File: src/hw/rtl/interval_jitter_histogram_macros.svh
// Assertion helpers used by the RTL.
`ifndef INTERVAL_JITTER_HISTOGRAM_MACROS_SVH
`define INTERVAL_JITTER_HISTOGRAM_MACROS_SVH

// Checked on every rising edge outside reset.
`define IJH_ASSERT(name, prop, msg) \
  name: assert property (@(posedge clk_i) disable iff (!rst_ni) (prop)) else $error(msg);

// Checked on every rising edge, reset included.
`define IJH_ASSERT_RST(name, prop, msg) \
  name: assert property (@(posedge clk_i) (prop)) else $error(msg);

`endif

File: src/hw/rtl/ijh_pkg.sv
package ijh_pkg;

  localparam int unsigned NUM_EDGES_DEF = 10;

  localparam int unsigned TS_W  = 32;
  localparam int unsigned CNT_W = 32;
  localparam int unsigned SEL_W = 4;

  // stream payload widths, padded to whole bytes
  localparam int unsigned IN_TDATA_W  = 40;
  localparam int unsigned OUT_TDATA_W = 104;

  // register index = paddr[3:2]
  localparam logic [1:0] REG_ENABLE     = 2'd0;
  localparam logic [1:0] REG_FIRST_EDGE = 2'd1;
  localparam logic [1:0] REG_BIN_STEP   = 2'd2;

  typedef struct packed {
    logic              enable;
    logic [TS_W-1:0]   first_edge_us;
    logic [TS_W-1:0]   bin_step_us;
  } ijh_cfg_t;

endpackage

File: src/hw/rtl/ijh_mem.sv
module ijh_mem #(
  parameter int unsigned DEPTH = 11,
  parameter int unsigned AW    = 4,
  parameter int unsigned DW    = 32
) (
  input  logic          clk_i,
  input  logic          rst_ni,
  input  logic          rd_en_i,
  input  logic [AW-1:0] rd_addr_i,
  output logic [DW-1:0] rd_data_o,
  input  logic          wr_en_i,
  input  logic [AW-1:0] wr_addr_i,
  input  logic [DW-1:0] wr_data_i
);

  logic [DW-1:0]    mem_q [DEPTH];
  logic [DEPTH-1:0] vld_q;
  logic [DW-1:0]    rd_q;
  logic             rd_vld_q;

  always_ff @(posedge clk_i) begin
    if (wr_en_i) begin
      mem_q[wr_addr_i] <= wr_data_i;
    end
    if (rd_en_i) begin
      rd_q <= mem_q[rd_addr_i];
    end
  end

  // per-entry valid bits: an entry not yet written reads as zero
  always_ff @(posedge clk_i or negedge rst_ni) begin
    if (!rst_ni) begin
      vld_q    <= '0;
      rd_vld_q <= 1'b0;
    end else begin
      if (wr_en_i) begin
        vld_q[wr_addr_i] <= 1'b1;
      end
      if (rd_en_i) begin
        rd_vld_q <= vld_q[rd_addr_i];
      end
    end
  end

  assign rd_data_o = rd_vld_q ? rd_q : '0;

endmodule

File: src/hw/rtl/ijh_bin_sel.sv
module ijh_bin_sel #(
  parameter int unsigned NUM_EDGES = 10,
  parameter int unsigned BW        = 4
) (
  input  ijh_pkg::ijh_cfg_t          cfg_i,
  input  logic [ijh_pkg::TS_W-1:0]   interval_i,
  output logic [BW-1:0]              bin_o
);
  import ijh_pkg::*;

  // edge sums are exact: 32 bits plus index growth plus carry
  localparam int unsigned EW = TS_W + 1 + $clog2(NUM_EDGES + 1);

  logic [NUM_EDGES-1:0] lt;
  logic [NUM_EDGES-1:0] hit;

  always_comb begin
    logic [EW-1:0] edg;
    for (int i = 0; i < NUM_EDGES; i++) begin
      edg   = EW'(cfg_i.first_edge_us) + EW'(cfg_i.bin_step_us) * EW'(i);
      lt[i] = EW'(interval_i) < edg;
    end
  end

  // edges never decrease, so lt is a thermometer; hit marks its first set bit
  always_comb begin
    hit[0] = lt[0];
    for (int i = 1; i < NUM_EDGES; i++) begin
      hit[i] = lt[i] & ~lt[i-1];
    end
  end

  always_comb begin
    logic [BW-1:0] enc;
    enc = '0;
    for (int i = 0; i < NUM_EDGES; i++) begin
      enc = enc | (hit[i] ? BW'(i) : '0);
    end
    bin_o = (lt == '0) ? BW'(NUM_EDGES) : enc;
  end

endmodule

File: src/hw/rtl/interval_jitter_histogram.sv
// Interval jitter histogram. Each stream transaction is either an interval
// event (tuser = 0) carrying a free-running microsecond stamp, or a read of
// one bin count (tuser = 1). While enabled, the first event only latches its
// stamp; each later event measures the wrapping difference from the previous
// stamp and bumps bin i, the first i with interval < first_edge_us +
// i * bin_step_us, or the top bin NUM_EDGES when no edge is reached. Bin
// counts and the interval total saturate at 2^32-1. Every input transaction
// yields exactly one output transaction. Throughput is one transaction per
// cycle while the output is not held by back-pressure; there are three
// register stages (capture and interval subtract, compare bank plus bin
// memory read, then saturating increment plus write-back into the output
// register). The bin memory has one read and one write port; a back-to-back
// hit on the same bin is forwarded from the write stage. Counts clear at
// reset through per-bin valid bits, so no clearing pass is needed.
// Registers: 0x0 enable, 0x4 first_edge_us, 0x8 bin_step_us; write them only
// while the block is idle.
`include "interval_jitter_histogram_macros.svh"

module interval_jitter_histogram #(
  parameter int unsigned NUM_EDGES = ijh_pkg::NUM_EDGES_DEF
) (
  input  logic                               clk_i,
  input  logic                               rst_ni,
  // APB configuration port
  input  logic                               psel,
  input  logic                               penable,
  input  logic                               pwrite,
  input  logic [3:0]                         paddr,
  input  logic [31:0]                        pwdata,
  output logic [31:0]                        prdata,
  output logic                               pready,
  // input stream
  input  logic                               s_axis_tvalid,
  output logic                               s_axis_tready,
  // [31:0] timestamp_us, [35:32] bin_select, [39:36] zero
  input  logic [ijh_pkg::IN_TDATA_W-1:0]     s_axis_tdata,
  // [0] mode
  input  logic [0:0]                         s_axis_tuser,
  // output stream
  output logic                               m_axis_tvalid,
  input  logic                               m_axis_tready,
  // [3:0] bin, [35:4] bin_count, [67:36] total_intervals,
  // [99:68] interval_us, [103:100] zero
  output logic [ijh_pkg::OUT_TDATA_W-1:0]    m_axis_tdata,
  // [0] recorded
  output logic [0:0]                         m_axis_tuser
);
  import ijh_pkg::*;

  localparam int unsigned NBINS = NUM_EDGES + 1;
  localparam int unsigned BW    = $clog2(NBINS);

  typedef enum logic [1:0] {
    KIND_NONE,
    KIND_REC,
    KIND_READ
  } kind_e;

  localparam logic [CNT_W-1:0] SAT = '1;

  // ---------------------------------------------------------------------------
  // Configuration registers
  // ---------------------------------------------------------------------------
  ijh_cfg_t cfg_q;
  logic     cfg_wr;

  assign pready = 1'b1;
  assign cfg_wr = psel && penable && pwrite && pready;

  always_ff @(posedge clk_i or negedge rst_ni) begin
    if (!rst_ni) begin
      cfg_q <= '0;
    end else if (cfg_wr) begin
      case (paddr[3:2])
        REG_ENABLE:     cfg_q.enable        <= pwdata[0];
        REG_FIRST_EDGE: cfg_q.first_edge_us <= pwdata;
        REG_BIN_STEP:   cfg_q.bin_step_us   <= pwdata;
        default: ;  // unknown register, ignored
      endcase
    end
  end

  always_comb begin
    case (paddr[3:2])
      REG_ENABLE:     prdata = {31'd0, cfg_q.enable};
      REG_FIRST_EDGE: prdata = cfg_q.first_edge_us;
      REG_BIN_STEP:   prdata = cfg_q.bin_step_us;
      default:        prdata = '0;
    endcase
  end

  // ---------------------------------------------------------------------------
  // Pipeline flow control: each stage moves when the one ahead is free
  // ---------------------------------------------------------------------------
  logic s1_v_q, s2_v_q, out_v_q;
  logic adv_out, adv2, adv1, in_acc;

  assign adv_out       = !out_v_q || m_axis_tready;
  assign adv2          = !s2_v_q || adv_out;
  assign adv1          = !s1_v_q || adv2;
  assign s_axis_tready = adv1;
  assign in_acc        = s_axis_tvalid && s_axis_tready;

  // ---------------------------------------------------------------------------
  // Capture: classify the transaction, measure the interval, update the stamp
  // ---------------------------------------------------------------------------
  logic              in_mode;
  logic [TS_W-1:0]   in_stamp;
  logic [SEL_W-1:0]  in_sel;
  kind_e             in_kind;

  logic              seen_first_q;
  logic [TS_W-1:0]   last_stamp_q;

  kind_e             s1_kind_q;
  logic [TS_W-1:0]   s1_ivl_q;
  logic [SEL_W-1:0]  s1_sel_q;

  assign in_mode  = s_axis_tuser[0];
  assign in_stamp = s_axis_tdata[TS_W-1:0];
  assign in_sel   = s_axis_tdata[TS_W+SEL_W-1:TS_W];

  always_comb begin
    if (in_mode) begin
      in_kind = KIND_READ;
    end else if (cfg_q.enable && seen_first_q) begin
      in_kind = KIND_REC;
    end else begin
      in_kind = KIND_NONE;
    end
  end

  always_ff @(posedge clk_i or negedge rst_ni) begin
    if (!rst_ni) begin
      seen_first_q <= 1'b0;
      last_stamp_q <= '0;
      s1_v_q       <= 1'b0;
    end else begin
      if (in_acc && !in_mode && cfg_q.enable) begin
        seen_first_q <= 1'b1;
        last_stamp_q <= in_stamp;
      end
      if (adv1) begin
        s1_v_q <= in_acc;
      end
    end
  end

  always_ff @(posedge clk_i) begin
    if (in_acc) begin
      s1_kind_q <= in_kind;
      s1_ivl_q  <= (in_kind == KIND_REC) ? (in_stamp - last_stamp_q) : '0;
      s1_sel_q  <= in_sel;
    end
  end

  // ---------------------------------------------------------------------------
  // Stage 1: compare bank picks the bin, bin memory read issued
  // ---------------------------------------------------------------------------
  logic [BW-1:0]     s1_bin;
  logic              s1_sel_ok;
  logic [BW-1:0]     rd_addr;
  logic [SEL_W-1:0]  s1_bin_out;
  logic              s1_zero;
  logic              rd_en;

  ijh_bin_sel #(
    .NUM_EDGES (NUM_EDGES),
    .BW        (BW)
  ) u_bin_sel (
    .cfg_i      (cfg_q),
    .interval_i (s1_ivl_q),
    .bin_o      (s1_bin)
  );

  assign s1_sel_ok = 32'(s1_sel_q) < 32'(NBINS);
  assign rd_en     = s1_v_q && adv2;

  always_comb begin
    case (s1_kind_q)
      KIND_REC: begin
        rd_addr    = s1_bin;
        s1_bin_out = SEL_W'(s1_bin);
        s1_zero    = 1'b0;
      end
      KIND_READ: begin
        rd_addr    = s1_sel_ok ? BW'(s1_sel_q) : '0;
        s1_bin_out = s1_sel_q;
        s1_zero    = !s1_sel_ok;  // bin beyond the histogram reads zero
      end
      default: begin
        rd_addr    = '0;
        s1_bin_out = '0;
        s1_zero    = 1'b1;
      end
    endcase
  end

  // ---------------------------------------------------------------------------
  // Stage 2: saturating update, write-back, forwarding to the next read
  // ---------------------------------------------------------------------------
  kind_e             s2_kind_q;
  logic [TS_W-1:0]   s2_ivl_q;
  logic [SEL_W-1:0]  s2_bin_q;
  logic [BW-1:0]     s2_addr_q;
  logic              s2_zero_q;
  logic              fwd_hit_q;
  logic [CNT_W-1:0]  fwd_data_q;

  logic [CNT_W-1:0]  mem_rd;
  logic [CNT_W-1:0]  cur_cnt;
  logic [CNT_W-1:0]  inc_cnt;
  logic [CNT_W-1:0]  s2_cnt;
  logic [CNT_W-1:0]  total_q;
  logic [CNT_W-1:0]  total_nxt;
  logic              s2_rec;
  logic              wr_en;

  ijh_mem #(
    .DEPTH (NBINS),
    .AW    (BW),
    .DW    (CNT_W)
  ) u_mem (
    .clk_i     (clk_i),
    .rst_ni    (rst_ni),
    .rd_en_i   (rd_en),
    .rd_addr_i (rd_addr),
    .rd_data_o (mem_rd),
    .wr_en_i   (wr_en),
    .wr_addr_i (s2_addr_q),
    .wr_data_i (inc_cnt)
  );

  assign s2_rec    = s2_kind_q == KIND_REC;
  assign cur_cnt   = fwd_hit_q ? fwd_data_q : mem_rd;
  assign inc_cnt   = (cur_cnt == SAT) ? cur_cnt : cur_cnt + CNT_W'(1);
  assign wr_en     = s2_v_q && s2_rec && adv_out;
  assign total_nxt = (s2_rec && (total_q != SAT)) ? total_q + CNT_W'(1) : total_q;
  assign s2_cnt    = s2_rec ? inc_cnt : (s2_zero_q ? '0 : cur_cnt);

  always_ff @(posedge clk_i or negedge rst_ni) begin
    if (!rst_ni) begin
      s2_v_q  <= 1'b0;
      total_q <= '0;
    end else begin
      if (adv2) begin
        s2_v_q <= s1_v_q;
      end
      if (wr_en) begin
        total_q <= total_nxt;
      end
    end
  end

  // the read at this edge misses the write at this edge; keep the new value
  always_ff @(posedge clk_i) begin
    if (adv2) begin
      s2_kind_q  <= s1_kind_q;
      s2_ivl_q   <= s1_ivl_q;
      s2_bin_q   <= s1_bin_out;
      s2_addr_q  <= rd_addr;
      s2_zero_q  <= s1_zero;
      fwd_hit_q  <= wr_en && (s2_addr_q == rd_addr);
      fwd_data_q <= inc_cnt;
    end
  end

  // ---------------------------------------------------------------------------
  // Output register
  // ---------------------------------------------------------------------------
  logic              out_rec_q;
  logic [SEL_W-1:0]  out_bin_q;
  logic [CNT_W-1:0]  out_cnt_q;
  logic [CNT_W-1:0]  out_tot_q;
  logic [TS_W-1:0]   out_ivl_q;

  always_ff @(posedge clk_i or negedge rst_ni) begin
    if (!rst_ni) begin
      out_v_q <= 1'b0;
    end else if (adv_out) begin
      out_v_q <= s2_v_q;
    end
  end

  always_ff @(posedge clk_i) begin
    if (adv_out) begin
      out_rec_q <= s2_rec;
      out_bin_q <= s2_bin_q;
      out_cnt_q <= s2_cnt;
      out_tot_q <= total_nxt;
      out_ivl_q <= s2_ivl_q;
    end
  end

  assign m_axis_tvalid   = out_v_q;
  assign m_axis_tuser[0] = out_rec_q;
  assign m_axis_tdata    = {4'd0, out_ivl_q, out_tot_q, out_cnt_q, out_bin_q};

  // ---------------------------------------------------------------------------
  // Assertions
  // ---------------------------------------------------------------------------
  `IJH_ASSERT(a_rec_counts_nonzero,
    (m_axis_tvalid && m_axis_tuser[0]) |-> (out_cnt_q != '0 && out_tot_q != '0),
    "recorded interval with a zero bin count or total")
  `IJH_ASSERT(a_ivl_only_when_rec,
    (m_axis_tvalid && out_ivl_q != '0) |-> m_axis_tuser[0],
    "nonzero interval on a transaction that recorded nothing")
  `IJH_ASSERT(a_accept_has_room,
    in_acc |-> (!s1_v_q || adv2),
    "input accepted while capture stage is blocked")
  `IJH_ASSERT(a_write_in_range,
    wr_en |-> (32'(s2_addr_q) < 32'(NBINS)),
    "bin memory write beyond the last bin")
  `IJH_ASSERT_RST(a_reset_empty,
    !rst_ni |=> (!out_v_q && !s1_v_q && !s2_v_q),
    "pipeline holds a transaction during reset")

endmodule
File: config.mk
export PLATFORM = sky130hd
export DESIGN_NAME = interval_jitter_histogram
export DESIGN_NICKNAME = d
export VERILOG_FILES = /design/src/hw/rtl/ijh_pkg.sv /design/src/hw/rtl/ijh_mem.sv /design/src/hw/rtl/ijh_bin_sel.sv /design/src/hw/rtl/interval_jitter_histogram.sv
export VERILOG_INCLUDE_DIRS = /design/src /design/src/hw/rtl
export SDC_FILE = /design/constraint.sdc
export NUM_CORES = 2
export LEC_CHECK = 0
export ABC_AREA = 1
export BUFFER_PORTS_ARGS = -buffer_cell sky130_fd_sc_hd__buf_4
export CORE_ASPECT_RATIO = 1.5
export CORE_MARGIN = 3
export CORE_UTILIZATION = 40
export DETAILED_ROUTE_END_ITERATION = 10
export PLACE_DENSITY_LB_ADDON = 0.2
export SLEW_MARGIN = 5
export SYNTH_ARGS = -nofsm -noshare
export SYNTH_HDL_FRONTEND = slang
export SYNTH_SLANG_ARGS = --single-unit
File: constraint.sdc
create_clock -name clk_i -period 9.9 [get_ports clk_i]
set_input_delay 0.495 -clock clk_i [delete_from_list [all_inputs] [get_ports clk_i]]
set_output_delay 0.495 -clock clk_i [all_outputs]
set_load 0.01 [all_outputs]
==> impl_metrics.prom <==
# TYPE chip_impl_metric gauge
chip_impl_metric{name="synth-async-reset-ratio",unit="%"} 19.5
chip_impl_metric{name="sequential_element_share_of_the_synthesized_area",unit="%"} 36.5
chip_impl_info{name="hold_class",value="in -> reg"} 1
chip_impl_metric{name="placement_rows",unit=""} 172
chip_impl_info{name="path_common_cell",value="o21ai_1"} 1
chip_impl_metric{name="path_clk_slew",unit="ns"} 0.07
chip_impl_metric{name="achievable-frequency",unit="MHz"} 124
chip_impl_metric{name="relSlewSlack",unit="%"} 28.2
chip_impl_metric{name="worstPathRequired",unit="ns"} 10.35
chip_impl_info{name="clock_tree_root",value="clkbuf_16"} 1
chip_impl_metric{name="hold_violations",unit=""} 0
chip_impl_metric{name="grt_overflow",unit=""} 0
chip_impl_info{name="tritoncts_clock_tree",value="yes"} 1
chip_impl_info{name="worst-setup-path-type",value="reg -> reg"} 1
chip_impl_metric{name="floorplan_core_area",unit="µm²"} 147000
chip_impl_metric{name="wl",unit="µm"} 192000
chip_impl_metric{name="fp.dieH",unit="µm"} 478
chip_impl_metric{name="final_antenna_net_count",unit=""} 0
chip_impl_info{name="synth.largest_area_cell",value="edfxtp_1"} 1
chip_impl_metric{name="final_nets",unit=""} 8177
chip_impl_metric{name="fin_setup_tns",unit="ns"} 0
chip_impl_metric{name="drt-initial-drc-count",unit=""} 3355
chip_impl_metric{name="num-fill-cells",unit=""} 14400
chip_impl_metric{name="synth-warning-count",unit=""} 0
chip_impl_metric{name="die_w",unit="µm"} 320
chip_impl_metric{name="areaGrowthSynthToFinish",unit="%"} 12.5
chip_impl_metric{name="area_used_by_multi_input_combinational_logic",unit="µm²"} 33800
chip_impl_info{name="ys_dominant_reg_cell",value="edfxtp_1"} 1
chip_impl_info{name="timing.critical_path.to_type",value="flip-flop"} 1
chip_impl_metric{name="post-route-drc-count",unit=""} 0
chip_impl_metric{name="maximum_number_of_pins_on_one_net_before_global_route_repair",unit=""} 107
chip_impl_metric{name="cts_sink_count",unit=""} 744
chip_impl_metric{name="floorplan.die_area",unit="µm²"} 153000
chip_impl_metric{name="placed_cells_incl_taps",unit=""} 9014
chip_impl_metric{name="antenna_found_initial",unit=""} 6
chip_impl_metric{name="avgRoutedWirePerCell",unit="µm"} 20.8
chip_impl_info{name="critical_path.top_delay_family",value="simple AND/OR/NAND/NOR gates"} 1
chip_impl_metric{name="timing.final.crit_period",unit="ns"} 8.04
chip_impl_metric{name="report.final.slew_viol_count",unit=""} 0
chip_impl_metric{name="dp_hpwl",unit="µm"} 147000
chip_impl_metric{name="clk-insertion-delay-late",unit="ns"} 0.70
chip_impl_metric{name="drt_first_pass_iters",unit=""} 6
chip_impl_metric{name="max-clock-path-buffers",unit=""} 3
chip_impl_metric{name="critical_path.n_buffers_inverters",unit=""} 4
chip_impl_metric{name="grt_pass1_vias",unit=""} 48300
chip_impl_metric{name="cts_buffers",unit=""} 78
chip_impl_metric{name="cts.repair_timing.setup_buffer_count",unit=""} 0
chip_impl_metric{name="finalCritPeriodShare",unit="%"} 81.2
chip_impl_info{name="outcome",value="completed"} 1
chip_impl_info{name="critical_path.slowest_cell",value="dfrtp_1"} 1
chip_impl_metric{name="register_area",unit="µm²"} 21600
chip_impl_metric{name="finish.cell_count_without_fillers",unit=""} 9194
chip_impl_metric{name="count_of_flip_flops_with_a_built_in_enable_after_synthesis",unit=""} 599
chip_impl_info{name="rsz0062_at_grt",value="false"} 1
chip_impl_metric{name="critical_path.max_fanout",unit=""} 73
chip_impl_metric{name="via_count",unit=""} 49400
chip_impl_metric{name="setup_viol",unit=""} 0
chip_impl_metric{name="start_util",unit="%"} 40.4
chip_impl_metric{name="worst_path_largest_cell_delay",unit="ns"} 0.53
chip_impl_metric{name="synthesized_area_divided_by_synthesized_cell_count",unit="µm²"} 8.60
chip_impl_info{name="crit_path_start_kind",value="flip-flop"} 1
chip_impl_metric{name="count_of_port_buffers_added_during_placement",unit=""} 212
chip_impl_metric{name="drive_above_1_share",unit="%"} 7.63
chip_impl_metric{name="cts_htree_levels",unit=""} 3
chip_impl_metric{name="synth.lib_cells_used.distinct",unit=""} 65
chip_impl_metric{name="synthesis.area",unit="µm²"} 59300
chip_impl_info{name="synth.top_cells.by_area",value="edfxtp_1, ha_1, nand2_1, dfrtp_1, fa_1"} 1
chip_impl_metric{name="gp_routability_congestion",unit=""} 0.944
chip_impl_metric{name="yosys_register_bits",unit=""} 744
chip_impl_metric{name="global_route.usage.total",unit="%"} 24.7
chip_impl_metric{name="cp.arrival",unit="ns"} 8.48
chip_impl_metric{name="skew",unit="ns"} 0.0420
chip_impl_metric{name="vias_per_cell",unit=""} 5.37
chip_impl_metric{name="cell_count_after_synthesis",unit=""} 6894
chip_impl_metric{name="cap_violations",unit=""} 0
chip_impl_metric{name="synth_top_area_share",unit="%"} 30.3
chip_impl_metric{name="grt_first_pass_wirelength",unit="µm"} 288000
chip_impl_metric{name="boundaryPins",unit=""} 224
chip_impl_metric{name="timing_worst_slew_pin_value",unit="ns"} 1.07
-- cell usage in the layout (no fill, tap or decap), types with 20 or more instances in the layout --
master,n
xor2_1,202
ha_1,718
nand3_1,304
edfxtp_1,599
a22oi_1,27
o211ai_1,119
a21o_1,37
nand2_1,1442
o22ai_1,34
dfrtp_1,145
nor2_1,553
o21a_1,31
a31oi_1,40
dlygate4sd3_1,34
fa_1,161
inv_1,845
buf_4,321
nand4_1,55
a21oi_1,586
nor3_1,68
xnor2_1,145
o21ai_1,66
o21ai_0,317
nor4_1,20
clkbuf_16,78
o21bai_1,36
-- routing by layer --
layer	part of all wire, %	global-route usage [%]	vias to the layer above
li1	-	-	24100
met1	39	28.5	23500
met2	51	45.6	1377
met3	4.6	2.72	391
met4	5.3	11.6	4
met5	0.017	0	-
-- layout make-up --
class / instances / area share (%)
multi-input cells: 5157 / 50.7
flip-flops and latches: 744 / 32.4
inverters: 873 / 4.93
repair buffers: 360 / 4.26
well taps: 1914 / 3.59
clock buffers: 91 / 3.02
clock inverters: 50 / 1.04
diodes: 5 / 0.0188
-- worst paths after layout --
kind | start | endpoint | slack [ns] | depth (start not counted)
max reg2reg | cfg_q[1] | u_mem.rd_q[8] | 1.86 | 35
max in group asynchronous | rst_ni | cfg_q[43] | 8.05 | 3
max | cfg_q[1] | u_mem.rd_q[8] | 1.86 | 35
min in group asynchronous | rst_ni | last_stamp_q[28] | 0.43 | 2
min | pwdata[16] | cfg_q[16] | 0.05 | 3
min reg2reg | s2_ivl_q[15] | out_ivl_q[15] | 0.42 | 0
-- sequential cells by signal (all words and copies together), names as in the netlist, 11 cells and up --
signal,flops
u_mem.rd_q,32
s1_ivl_q,32
cfg_q,65
s2_ivl_q,32
last_stamp_q,32
total_q,32
u_mem.mem_q,352
fwd_data_q,32
out_tot_q,32
u_mem.vld_q,11
out_ivl_q,32
out_cnt_q,32
-- synthesized netlist by cell type (37+ instances only) --
cell type  count
a21o_1        37
a21oi_1      586
a31oi_1       40
clkbuf_1      52
dfrtp_1      145
edfxtp_1     599
fa_1         161
ha_1         718
inv_1        849
nand2_1     1443
nand3_1      304
nand4_1       55
nor2_1       566
nor3_1        69
o211ai_1     119
o21ai_0      318
o21ai_1       65
xnor2_1      145
xor2_1       202
-- cells by family (layout without fill, tap and decap cells) --
| group | after synthesis | after routing | share of synthesized area, % |
|---|---|---|---|
| buffers and inverters | 996 | 1374 | 6.73 |
| AO/OA/AOI/OAI | 1359 | 1359 | 13.1 |
| flip-flops | 744 | 744 | 36.5 |
| adder cells (fa/ha/maj) | 879 | 879 | 20.6 |
| XOR/XNOR | 347 | 347 | 5.13 |
| AND/OR/NAND/NOR | 2566 | 2566 | 18.0 |
| other | 2 | 10 | 0.0127 |
| multiplexers | 1 | 1 | 0.0190 |
-- worst register-to-register path, delay by kind of cell, from the launching register on --
| kind | cells | cell delay [ns] |
|---|---|---|
| simple gates | 15 | 2.71 |
| buf+inv | 4 | 0.74 |
| fa+ha+maj | 3 | 1.03 |
| compound gates | 12 | 2.63 |
| flops | 1 | 0.53 |
| xor+xnor | 1 | 0.15 |
-- per-stage QoR --
| step | util, % | setup slack (ns) | hold slack, ns | cell area [µm²] |
|---|---|---|---|---|
| global route | 45.4 | 1.25 | 0.0429 | 66700 |
| finish | 45.4 | 1.86 | 0.0529 | 66700 |
| CTS | 45.4 | 1.83 | 0.00519 | 66700 |
| detailed placement | 43.3 | 1.87 | 0.405 | 63600 |
| floorplan | - | 3.92 | 0.199 | 59300 |
| global placement | 43.3 | 1.86 | 0.403 | 63600 |
-- repair_timing --
action / 4_1_cts / 5_1_grt
gates resized for setup: 0 / 0
hold buffers: 34 / 0
endpoints found under the hold margin: 135 / 0
Power is not shown: default switching activity piles up to over one toggle a cycle in this logic, so the estimate is an artifact.
